<file path="src/hw/rtl/psru_pkg.sv">
package psru_pkg;

	localparam int NumSegments = 16;
	localparam int SegIdxW     = $clog2(NumSegments);

	localparam int InDataW  = 216;
	localparam int InPadW   = 224;
	localparam int OutDataW = 67;
	localparam int OutPadW  = 72;

	localparam logic [31:0] MsrPrBit      = 32'h0000_4000;
	localparam logic [31:0] MsrIrBit      = 32'h0000_0020;
	localparam logic [31:0] MsrDrBit      = 32'h0000_0010;
	localparam logic [31:0] RfiKeepMask   = 32'h87C0_FF73;
	localparam logic [31:0] RfiClearExtra = 32'h0004_0000;

	// TO mask bits of tw / twi
	localparam logic [4:0] ToLt  = 5'h10;
	localparam logic [4:0] ToGt  = 5'h08;
	localparam logic [4:0] ToEq  = 5'h04;
	localparam logic [4:0] ToLtu = 5'h02;
	localparam logic [4:0] ToGtu = 5'h01;

	typedef enum logic [3:0] {
		REQ_TW     = 4'd0,
		REQ_TWI    = 4'd1,
		REQ_MTCRF  = 4'd2,
		REQ_MCRXR  = 4'd3,
		REQ_MFCR   = 4'd4,
		REQ_MFMSR  = 4'd5,
		REQ_MTMSR  = 4'd6,
		REQ_MFSR   = 4'd7,
		REQ_MFSRIN = 4'd8,
		REQ_MTSR   = 4'd9,
		REQ_MTSRIN = 4'd10,
		REQ_RFI    = 4'd11,
		REQ_SC     = 4'd12,
		REQ_XERW   = 4'd13
	} req_t;

	typedef enum logic [1:0] {
		EXC_NONE    = 2'd0,
		EXC_TRAP    = 2'd1,
		EXC_PRIV    = 2'd2,
		EXC_SYSCALL = 2'd3
	} exc_t;

	typedef struct packed {
		logic [31:0] srr1_value;
		logic [31:0] srr0_value;
		logic [7:0]  field_value;
		logic [15:0] imm_value;
		logic [31:0] rs_value;
		logic [31:0] rb_value;
		logic [31:0] ra_value;
		logic [31:0] cur_pc;
	} req_data_t;

endpackage

</file>
<file path="src/hw/rtl/ppc_system_register_unit.sv">
// PowerPC system register and trap unit.
//
// Input channel s_axis: one decoded system instruction per word; the
// operation code rides in s_axis_tuser, the operands in s_axis_tdata.
// Output channel m_axis: one result word per instruction, in order; the
// exception kind rides in m_axis_tuser.
// Throughput is one instruction per cycle while m_axis_tready stays high. The
// segment register read (a synchronous 16 x 32 memory) is taken at the
// accepting edge and registered with the instruction into the execute stage;
// execute then loads the output register that drives m_axis_tvalid.
// CR, MSR and the XER flags sit in flops and are updated as an instruction
// leaves the execute stage, so the next instruction sees them at once. A
// segment write that meets a read of the same entry is forwarded.
// Reset clears CR, MSR, XER flags and marks every segment register as zero
// through per-entry valid bits; no clearing pass is needed.
// When m_axis_tready is low the result holds in the output register, the
// execute stage holds one more instruction, and s_axis_tready drops only
// once both are full.
module ppc_system_register_unit
	import psru_pkg::*;
(
	input  logic                clk,
	input  logic                arst_n,
	input  logic                s_axis_tvalid,
	output logic                s_axis_tready,
	// cur_pc, ra_value, rb_value, rs_value, imm_value, field_value,
	// srr0_value, srr1_value, zero pad
	input  logic [InPadW-1:0]   s_axis_tdata,
	// req_type
	input  logic [3:0]          s_axis_tuser,
	output logic                m_axis_tvalid,
	input  logic                m_axis_tready,
	// next_pc, rd_value, rd_write, itlb_flush, dtlb_flush, zero pad
	output logic [OutPadW-1:0]  m_axis_tdata,
	// exception_kind
	output logic [1:0]          m_axis_tuser
);

	req_data_t              in_d;
	req_t                   in_type;
	logic                   s_acc;
	logic [SegIdxW-1:0]     rd_idx;

	logic                   s1_vld_q;
	req_t                   type_s1;
	req_data_t              d_s1;
	logic                   s1_go;

	logic [31:0]            seg_mem [NumSegments];
	logic [NumSegments-1:0] seg_vld_q;
	logic [31:0]            seg_rd_s1;
	logic                   seg_rdv_s1;
	logic                   seg_hit_s1;
	logic [31:0]            seg_fwd_s1;
	logic [31:0]            seg_val;
	logic                   seg_wr;
	logic [SegIdxW-1:0]     wr_idx;

	logic [31:0]            cr_q, msr_q;
	logic [3:0]             xer_q;
	logic [31:0]            cr_nx, msr_nx;
	logic [3:0]             xer_nx;

	logic [31:0]            trap_b, crf_mask, cr_xer;
	logic                   trap_hit, fault;
	logic [4:0]             to_mask;

	logic [31:0]            npc_nx, rd_nx;
	logic                   rdw_nx, ifl_nx, dfl_nx;
	exc_t                   exc_nx;

	logic                   out_vld_q;
	logic [31:0]            npc_q, rd_q;
	logic                   rdw_q, ifl_q, dfl_q;
	exc_t                   exc_q;

	assign in_d    = s_axis_tdata[InDataW-1:0];
	assign in_type = req_t'(s_axis_tuser);
	assign s_acc   = s_axis_tvalid && s_axis_tready;
	assign rd_idx  = (in_type == REQ_MFSRIN) ? in_d.rb_value[31:28]
	                                         : in_d.field_value[SegIdxW-1:0];

	assign s1_go         = s1_vld_q && (!out_vld_q || m_axis_tready);
	assign s_axis_tready = !s1_vld_q || s1_go;

	always_ff @(posedge clk or negedge arst_n) begin
		if (!arst_n) begin
			s1_vld_q <= 1'b0;
		end else if (s_acc) begin
			s1_vld_q <= 1'b1;
		end else if (s1_go) begin
			s1_vld_q <= 1'b0;
		end
	end

	always_ff @(posedge clk) begin
		if (s_acc) begin
			type_s1    <= in_type;
			d_s1       <= in_d;
			seg_rd_s1  <= seg_mem[rd_idx];
			seg_rdv_s1 <= seg_vld_q[rd_idx];
			seg_hit_s1 <= seg_wr && (wr_idx == rd_idx);
			seg_fwd_s1 <= d_s1.rs_value;
		end
	end

	// segment memory: write from execute, entries never written read as zero
	assign wr_idx = (type_s1 == REQ_MTSRIN) ? d_s1.rb_value[31:28]
	                                        : d_s1.field_value[SegIdxW-1:0];
	assign seg_wr = s1_go && !fault
	                && ((type_s1 == REQ_MTSR) || (type_s1 == REQ_MTSRIN));

	always_ff @(posedge clk) begin
		if (seg_wr) begin
			seg_mem[wr_idx] <= d_s1.rs_value;
		end
	end

	always_ff @(posedge clk or negedge arst_n) begin
		if (!arst_n) begin
			seg_vld_q <= '0;
		end else if (seg_wr) begin
			seg_vld_q[wr_idx] <= 1'b1;
		end
	end

	assign seg_val = seg_hit_s1 ? seg_fwd_s1 : (seg_rdv_s1 ? seg_rd_s1 : 32'h0);

	// trap compare
	assign trap_b  = (type_s1 == REQ_TWI) ? {{16{d_s1.imm_value[15]}}, d_s1.imm_value}
	                                      : d_s1.rb_value;
	assign to_mask = d_s1.field_value[4:0];
	assign trap_hit =
		((|(to_mask & ToLt))  && ($signed(d_s1.ra_value) <  $signed(trap_b))) ||
		((|(to_mask & ToGt))  && ($signed(d_s1.ra_value) >  $signed(trap_b))) ||
		((|(to_mask & ToEq))  && (d_s1.ra_value == trap_b)) ||
		((|(to_mask & ToLtu)) && (d_s1.ra_value <  trap_b)) ||
		((|(to_mask & ToGtu)) && (d_s1.ra_value >  trap_b));

	// CRM mask and mcrxr field insert, field 0 is the top nibble
	always_comb begin
		for (int i = 0; i < 8; i++) begin
			crf_mask[4*i +: 4] = {4{d_s1.field_value[i]}};
			cr_xer[4*i +: 4]   = (3'(7 - i) == d_s1.field_value[2:0]) ? xer_q
			                                                          : cr_q[4*i +: 4];
		end
	end

	assign fault = (type_s1 >= REQ_MFMSR) && (type_s1 <= REQ_RFI) && (|(msr_q & MsrPrBit));

	always_comb begin
		cr_nx  = cr_q;
		msr_nx = msr_q;
		xer_nx = xer_q;
		npc_nx = d_s1.cur_pc + 32'd4;
		rd_nx  = '0;
		rdw_nx = 1'b0;
		ifl_nx = 1'b0;
		dfl_nx = 1'b0;
		exc_nx = EXC_NONE;
		if (fault) begin
			npc_nx = d_s1.cur_pc;
			exc_nx = EXC_PRIV;
		end else begin
			case (type_s1)
				REQ_TW, REQ_TWI: begin
					if (trap_hit) exc_nx = EXC_TRAP;
				end
				REQ_MTCRF: cr_nx = (cr_q & ~crf_mask) | (d_s1.rs_value & crf_mask);
				REQ_MCRXR: begin
					cr_nx  = cr_xer;
					xer_nx = '0;
				end
				REQ_MFCR: begin
					rd_nx  = cr_q;
					rdw_nx = 1'b1;
				end
				REQ_MFMSR: begin
					rd_nx  = msr_q;
					rdw_nx = 1'b1;
				end
				REQ_MTMSR: begin
					msr_nx = d_s1.rs_value;
					ifl_nx = |((msr_q ^ d_s1.rs_value) & MsrIrBit);
					dfl_nx = |((msr_q ^ d_s1.rs_value) & MsrDrBit);
				end
				REQ_MFSR, REQ_MFSRIN: begin
					rd_nx  = seg_val;
					rdw_nx = 1'b1;
				end
				REQ_RFI: begin
					msr_nx = (msr_q & ~(RfiKeepMask | RfiClearExtra))
					         | (d_s1.srr1_value & RfiKeepMask);
					npc_nx = {d_s1.srr0_value[31:2], 2'b00};
				end
				REQ_SC:   exc_nx = EXC_SYSCALL;
				REQ_XERW: xer_nx = d_s1.rs_value[31:28];
				default: ;
			endcase
		end
	end

	always_ff @(posedge clk or negedge arst_n) begin
		if (!arst_n) begin
			cr_q      <= '0;
			msr_q     <= '0;
			xer_q     <= '0;
			out_vld_q <= 1'b0;
		end else begin
			if (s1_go) begin
				cr_q  <= cr_nx;
				msr_q <= msr_nx;
				xer_q <= xer_nx;
			end
			if (s1_go) begin
				out_vld_q <= 1'b1;
			end else if (m_axis_tready) begin
				out_vld_q <= 1'b0;
			end
		end
	end

	always_ff @(posedge clk) begin
		if (s1_go) begin
			npc_q <= npc_nx;
			rd_q  <= rd_nx;
			rdw_q <= rdw_nx;
			ifl_q <= ifl_nx;
			dfl_q <= dfl_nx;
			exc_q <= exc_nx;
		end
	end

	assign m_axis_tvalid = out_vld_q;
	assign m_axis_tdata  = {(OutPadW - OutDataW)'(0), dfl_q, ifl_q, rdw_q, rd_q, npc_q};
	assign m_axis_tuser  = exc_q;

	a_priv_quiet: assert property (@(posedge clk) disable iff (!arst_n)
		(m_axis_tvalid && exc_q == EXC_PRIV) |-> (!rdw_q && !ifl_q && !dfl_q && rd_q == '0))
		else $error("privileged fault word carries side results");

	a_rdw_no_exc: assert property (@(posedge clk) disable iff (!arst_n)
		(m_axis_tvalid && rdw_q) |-> (exc_q == EXC_NONE))
		else $error("register read word flagged with exception");

	a_s1_hold: assert property (@(posedge clk) disable iff (!arst_n)
		(s1_vld_q && !s1_go) |=> (s1_vld_q && $stable(d_s1) && $stable(type_s1)))
		else $error("execute stage lost its word while stalled");

	a_state_hold: assert property (@(posedge clk) disable iff (!arst_n)
		!s1_go |=> ($stable(cr_q) && $stable(msr_q) && $stable(xer_q)))
		else $error("architected state changed without an executed word");

endmodule
</file>
<file path="config.mk">
export PLATFORM = sky130hd
export DESIGN_NAME = ppc_system_register_unit
export DESIGN_NICKNAME = d
export VERILOG_FILES = /design/src/hw/rtl/psru_pkg.sv /design/src/hw/rtl/ppc_system_register_unit.sv
export SDC_FILE = /design/constraint.sdc
export NUM_CORES = 1
export LEC_CHECK = 0
export ABC_AREA = 1
export ABC_CLOCK_PERIOD_IN_PS = 11600
export BUFFER_PORTS_ARGS = -buffer_cell sky130_fd_sc_hd__buf_2
export CORE_AREA = 2 2 280 282
export DETAILED_ROUTE_END_ITERATION = 16
export DIE_AREA = 0 0 282 284
export GPL_ROUTABILITY_DRIVEN = 0
export PLACE_DENSITY = 0.68
export SLEW_MARGIN = 20
export SYNTH_ARGS = -nofsm -noshare
export SYNTH_HDL_FRONTEND = slang
export SYNTH_SLANG_ARGS = --single-unit
</file>
<file path="constraint.sdc">
create_clock -name clk -period 11.6 [get_ports clk]
set_input_delay 2.32 -clock clk [delete_from_list [all_inputs] [get_ports clk]]
set_output_delay 2.32 -clock clk [all_outputs]
set_load 0.03 [all_outputs]
</file>
==> qor.csv, run 1 <==
metric,value,unit
outcome,"finished, final reports clean",
1st-iter DRT viols,2454,
"Setup Fix Bufs, Post-CTS",0,
GRT met1 Usage,30.7,%
slowest CP cell,buf_4,
grt peak-use layer,met2,
Clock Tree Buf Depth,3,
pins over their slew limit,0,
Clock Latency Late Sink,0.66,ns
Post-CTS Hold Buffers,0,
Resize count post-CTS,0,
clock sink count,938,
vias in the first global route,24800,
post-route cell area,43800,um2
crit-path cells,buf_2 -> nor2_1 -> nand2_2 -> nand2_1 -> o21ai_4 -> buf_4 -> inv_2 -> buf_4 -> o21ai_0 -> o21bai_1 -> nand3_1 -> nand3_1 -> nand2_1,
Tcrit/Tclk final,45.8,%
met2 Use GR,40.1,%
Critical Path Source,s_axis_tuser[1],
final setup margin,6.28,ns
"Seq/Total Area, Yosys",72.5,%
final net count,3424,
Antenna Nets Post-Route,0,
share of cells above drive strength 1,17.5,%
Die Ht,284,um
Final Total Pwr,0.00775,W
Horiz. Die Dim,282,um
Initial Util,49.7,%
grt total ovfl,0,
clock buffer count from CTS,95,
Max Cap Viol,0,
Buffers on Ports,279,
Reg2Reg Launch Point,type_s1[0]$_DFFE_PP_,
via count,24600,
Reg2Reg Depth,19,
hpwl dp,56200,um
synthesis-to-layout area growth,14.3,%
hold depth,2,
number of synthesized flops with an enable pin,852,
Ys Warns,0,
share of Yosys cell area claimed by the top area cell type,66.8,%
number of synthesized register bits,938,
largest net degree at the start of global routing,218,
post-layout util,56.9,%
RSZ-0062 raised after global routing,false,
Worst VDD drop,104,uV
Critical Path Max Stage Delay,0.94,ns
CP arrival,5.83,ns
Mapped Cells,2912,
Mapped Area,38300,um2
fmax,0.188,GHz
CTS tree,built,
met3 global-route usage,3.56,%
Synth Area per Inst,13.1,um2
first-pass detailed-route iteration total,5,
die area,80100,um2
global-route wire length before repair,145000,um
Clock transition at path regs,0.06,ns
worst hold path class,reg2reg,
final hold vios,0,
Area after DPL,40700,um2
post-synthesis async set-or-reset flop share,9.17,%
H-tree Lvls,3,
wire per inst,22.4,um
min Tclk post-route,5.32,ns
slew of the pin with the lowest slew margin,1.11,ns
DRT Wirelength,96200,um
drc violations,0,
dominant synthesized flop cell,edfxtp_1,
startpoint types,input port,
Max-slew headroom,25.9,%
initial antenna violation count,6,
P per Cell Area,177,nW/um2
dominant cell type by area after synthesis,edfxtp_1,
top post-synthesis cells by area,"edfxtp_1 67%, dfrtp_1 5.6%, o21ai_0 4.9%, o211ai_1 3.0%, nand2_1 2.8%",
CORE AREA,77000,um2
pre-CTS setup slack,5.64,ns
GRT Overall Usage,23.8,%
Crit Path Class,in2reg,
Root Driver,clkbuf_16,
CP max FO,95,
Pleak,16.0,nW
library cells used by synthesis,48,
hold wc startpoint,seg_vld_q[12]$_DFFE_PN0P_,
Critical Path RT,12.12,ns
row count,102,
Boundary Pins,308,
DR vias/cell,5.74,
Critical Path End Type,register,
Worst Clk Skew,0.0271,ns
setup tns final,0,ns
Final setup viols,0,
## metal layers
layer,vias to the layer above,share of wire [%]
met2,976,49
met4,2,3.8
met5,-,0.011
met3,217,7.6
met1,12200,39
li1,11200,-
## cell families after synthesis
kind of cell / share of synthesized area [%]
flip-flops: 72.5
buffers and inverters: 3.64
XOR/XNOR: 0.412
other: 0.00980
adder cells (fa/ha/maj): 1.08
AO/OA/AOI/OAI: 12.5
AND/OR/NAND/NOR: 8.54
multiplexers: 1.31
## cell type report
cell class	count	area [um2]
inverters	153	591
diodes	5	12.5
flip-flops and latches	938	27700
clock inverters	55	474
well taps	1040	1300
fillers	6070	33200
multi-input cells	1651	9330
clock buffers	125	2590
repair buffers	320	1740
## metrics by stage
| stage | instances | hold slack, ns |
|---|---|---|
| 6_report | 4287 | 0.465 |
| 5_1_grt | 4284 | 0.475 |
| 4_1_cts | 4282 | 0.464 |
| 3_5_place_dp | 4102 | 0.451 |
| 3_3_place_gp | 4102 | 0.444 |
| 2_1_floorplan | 2916 | 0.427 |
## registers in the layout, indices dropped and copies added, names as in the netlist, 2 cells and up, named ones only
register      flops
seg_mem         512
d_s1            193
msr_q            32
npc_q            32
rd_q             32
seg_fwd_s1       32
seg_rd_s1        32
seg_vld_q        16
crf_mask          8
type_s1           4
xer_q             4
m_axis_tuser      2
## worst paths after layout
path	slack, ns	to
setup / recovery	6.28	seg_rd_s1[4]$_DFFE_PP_
hold / removal	0.47	seg_vld_q[12]$_DFFE_PN0P_
setup reg to reg	7.63	m_axis_tuser[0]$_SDFFCE_PP0P_
hold reg to reg	0.47	seg_vld_q[12]$_DFFE_PN0P_
max in group asynchronous	8.80	seg_vld_q[15]$_DFFE_PN0P_
min in group asynchronous	1.52	async pin
## cells in the final DEF (no fill, tap or decap), drive strengths merged, types with 10 or more instances in the layout
master  instances
nand2         288
edfxtp        852
a21oi          32
o22ai          11
xor2           17
mux2i          14
clkbuf        125
nor2          259
mux2           32
ha             33
nand3         164
a221oi         31
o21bai        118
inv           157
dfrtp          86
nor3           10
o21ai         424
or2            28
clkinv         44
buf           320
o211ai        152
## Yosys cell counts (10+ instances only)
cell type	number
dfrtp_1	86
o21ai_1	49
or2_2	18
a21oi_1	30
buf_2	57
o21bai_1	118
nor2_1	251
nand3_1	162
ha_1	33
o211ai_1	152
clkbuf_1	95
o21ai_0	373
buf_4	12
mux2_2	32
nor3_1	10
nand2_1	287
a221oi_1	31
inv_1	145
xor2_1	17
edfxtp_1	852
o22ai_1	11
mux2i_1	14
## power breakdown
part	leakage, nW	total [W]	internal, W	switching, W
combinational	5.57	0.000703	0.000224	0.000479
clock	1.52	0.00299	0.00172	0.00127
sequential	8.94	0.00406	0.00393	0.000130
## worst max-delay path: cells and delay by family
kind / cells / cell delay [ns]
buffers and inverters: 4 / 2.05
and+or+nand+nor: 6 / 0.81
AOI/OAI and AO/OA: 3 / 0.52
No activity file was read; power rests on OpenSTA's default activity.
==> run 2: changes to the inputs <==
- ABC_CLOCK_PERIOD_IN_PS: 11600 -> 4820
- PLACE_DENSITY: 0.68 -> 0.71
- clock period: 11.6 -> 4.82 ns (I/O delays scaled with it)
==> qor.csv, run 2 (synthesized netlist as in run 1, its figures left out) <==
metric,value,unit
switching power,0.00458,W
synthesis-to-layout area growth,16.0,%
CP arrival,3.93,ns
CORE AREA,77000,um2
Reg2Reg Launch Point,type_s1[0]$_DFFE_PP_,
Antenna Nets Post-Route,0,
clock buffer count from CTS,95,
row count,102,
fmax,0.283,GHz
clock sink count,938,
share of cells above drive strength 1,18.0,%
Clock transition at path regs,0.06,ns
DRT Wirelength,97200,um
hpwl dp,58300,um
final setup margin,1.29,ns
Pleak,16.3,nW
non-filler instance count after layout,4309,
first-pass detailed-route iteration total,6,
Worst VDD drop,258,uV
Max-slew headroom,25.3,%
Critical Path RT,5.22,ns
"Most flops, register",seg_mem,
RSZ-0062 raised after global routing,false,
Root Driver,clkbuf_16,
DR vias/cell,5.76,
final hold vios,0,
clock power share,40.3,%
Max Cap Viol,0,
post-layout util,57.7,%
placed cells,4121,
vias in the first global route,24000,
Boundary Pins,308,
Area after DPL,41000,um2
Crit Path Class,reg2reg,
GRT Overall Usage,24.0,%
min Tclk post-route,3.53,ns
1st-iter DRT viols,2546,
max reg flops,512,
P per Cell Area,435,nW/um2
initial antenna violation count,8,
Initial Util,49.7,%
die area,80100,um2
wire per inst,22.6,um
Worst R2R Setup Slack,1.29,ns
pins over their slew limit,0,
Buffers on Ports,279,
slew of the pin with the lowest slew margin,1.12,ns
Clock Tree Buf Depth,3,
Final setup viols,0,
pre-CTS setup slack,1.01,ns
CP max FO,17,
global-route wire length before repair,145000,um
largest net degree at the start of global routing,167,
Post-CTS Hold Buffers,0,
most frequent cells in the layout,"852 x edfxtp_1, 373 x o21ai_0, 286 x nand2_1, 278 x buf_2, 234 x nor2_1",
Tcrit/Tclk final,73.2,%
"most common cell after layout, fill and taps aside",edfxtp_1,
startpoint types,register,
Critical Path Source,type_s1[0]$_DFFE_PP_,
Critical Path End Type,register,
Resize count post-CTS,0,
Comb pwr share,9.2,%
final net count,3444,
post-route cell area,44400,um2
worst hold path class,in2async,
outcome,"finished, final reports clean",
Die Ht,284,um
Horiz. Die Dim,282,um
Int Pwr,0.0147,W
Worst Clk Skew,0.0292,ns
Clock Latency Late Sink,0.66,ns
CTS tree,built,
Final Total Pwr,0.0193,W
Reg power frac,50.5,%
Net Sw Frac,23.7,%
H-tree Lvls,3,
grt total ovfl,0,
drc violations,0,
via count,24800,
top flop regs,"seg_mem: 512 flops, d_s1: 193 flops",
"Setup Fix Bufs, Post-CTS",0,
[run 2: cell count changes in the layout (fill, tap and decap cells not counted), sizes merged]
cell | previous run | this run
clkinv | 44 | 30
inv | 157 | 151
diode | 5 | 8
clkbuf | 125 | 132
clkinvlp | 1 | 3
bufinv | 6 | 16
buf | 320 | 340
[run 2: worst paths after layout]
path | endpoint | depth (start not counted)
max | m_axis_tuser[0]$_SDFFCE_PP0P_ | 19
min | msr_q[23]$_DFFE_PN0P_ | 1
max reg2reg | m_axis_tuser[0]$_SDFFCE_PP0P_ | 19
min reg2reg | seg_vld_q[13]$_DFFE_PN0P_ | 1
max in group asynchronous | msr_q[6]$_DFFE_PN0P_ | 2
min in group clk | seg_vld_q[13]$_DFFE_PN0P_ | 1
[run 2: area by class of cell]
class | instances | area (um2)
Fill cell | 5991 | 32600
Sequential cell | 938 | 27700
Multi-Input combinational cell | 1651 | 9350
Clock buffer | 132 | 2640
Timing Repair Buffer | 340 | 2060
Tap cell | 1040 | 1300
Clock inverter | 47 | 696
Inverter | 153 | 598
Antenna cell | 8 | 20.0
[run 2: metal layers]
| layer | vias up | share of wire (%) | GRT usage, % | routed length (um) |
|---|---|---|---|---|
| li1 | 11200 | - | - | - |
| met1 | 12200 | 39 | 31.9 | 38100 |
| met2 | 1194 | 48 | 38.9 | 46500 |
| met3 | 187 | 9.3 | 4.30 | 9030 |
| met4 | 10 | 3.6 | 9.85 | 3520 |
| met5 | - | 0.065 | 0 | 63 |
[run 2: power groups by stage]
stage               Clock (W)  Sequential, W  Combinational, W
global placement            0        0.00989           0.00172
global route          0.00820        0.00979           0.00195
floorplan                   0        0.00999           0.00102
CTS                   0.00787        0.00974           0.00177
detailed placement          0        0.00990           0.00176
finish                0.00778        0.00975           0.00178
[run 2: through the flow]
step	setup TNS (ns)	hold WS [ns]
final	0	0.188
after global routing	0	0.184
after CTS	0	0.441
after detailed placement	0	0.446
after global placement	0	0.437
after floorplan	-235.28	0.427
[run 2: critical path, cell delays in order (launching register included)]
cell	delay (ns)
edfxtp_1	0.56
inv_2	0.19
nor2_1	0.05
inv_1	0.18
nor2_2	0.09
inv_1	0.07
or2_1	0.42
o21ai_0	0.18
ha_1	0.39
nand2_1	0.11
nor2_1	0.14
nand3_1	0.08
nor3_1	0.19
nand2_1	0.17
nand2_1	0.11
nand2_1	0.05
nand3_1	0.06
nand3_1	0.12
nand2_1	0.07
nand2_1	0.04
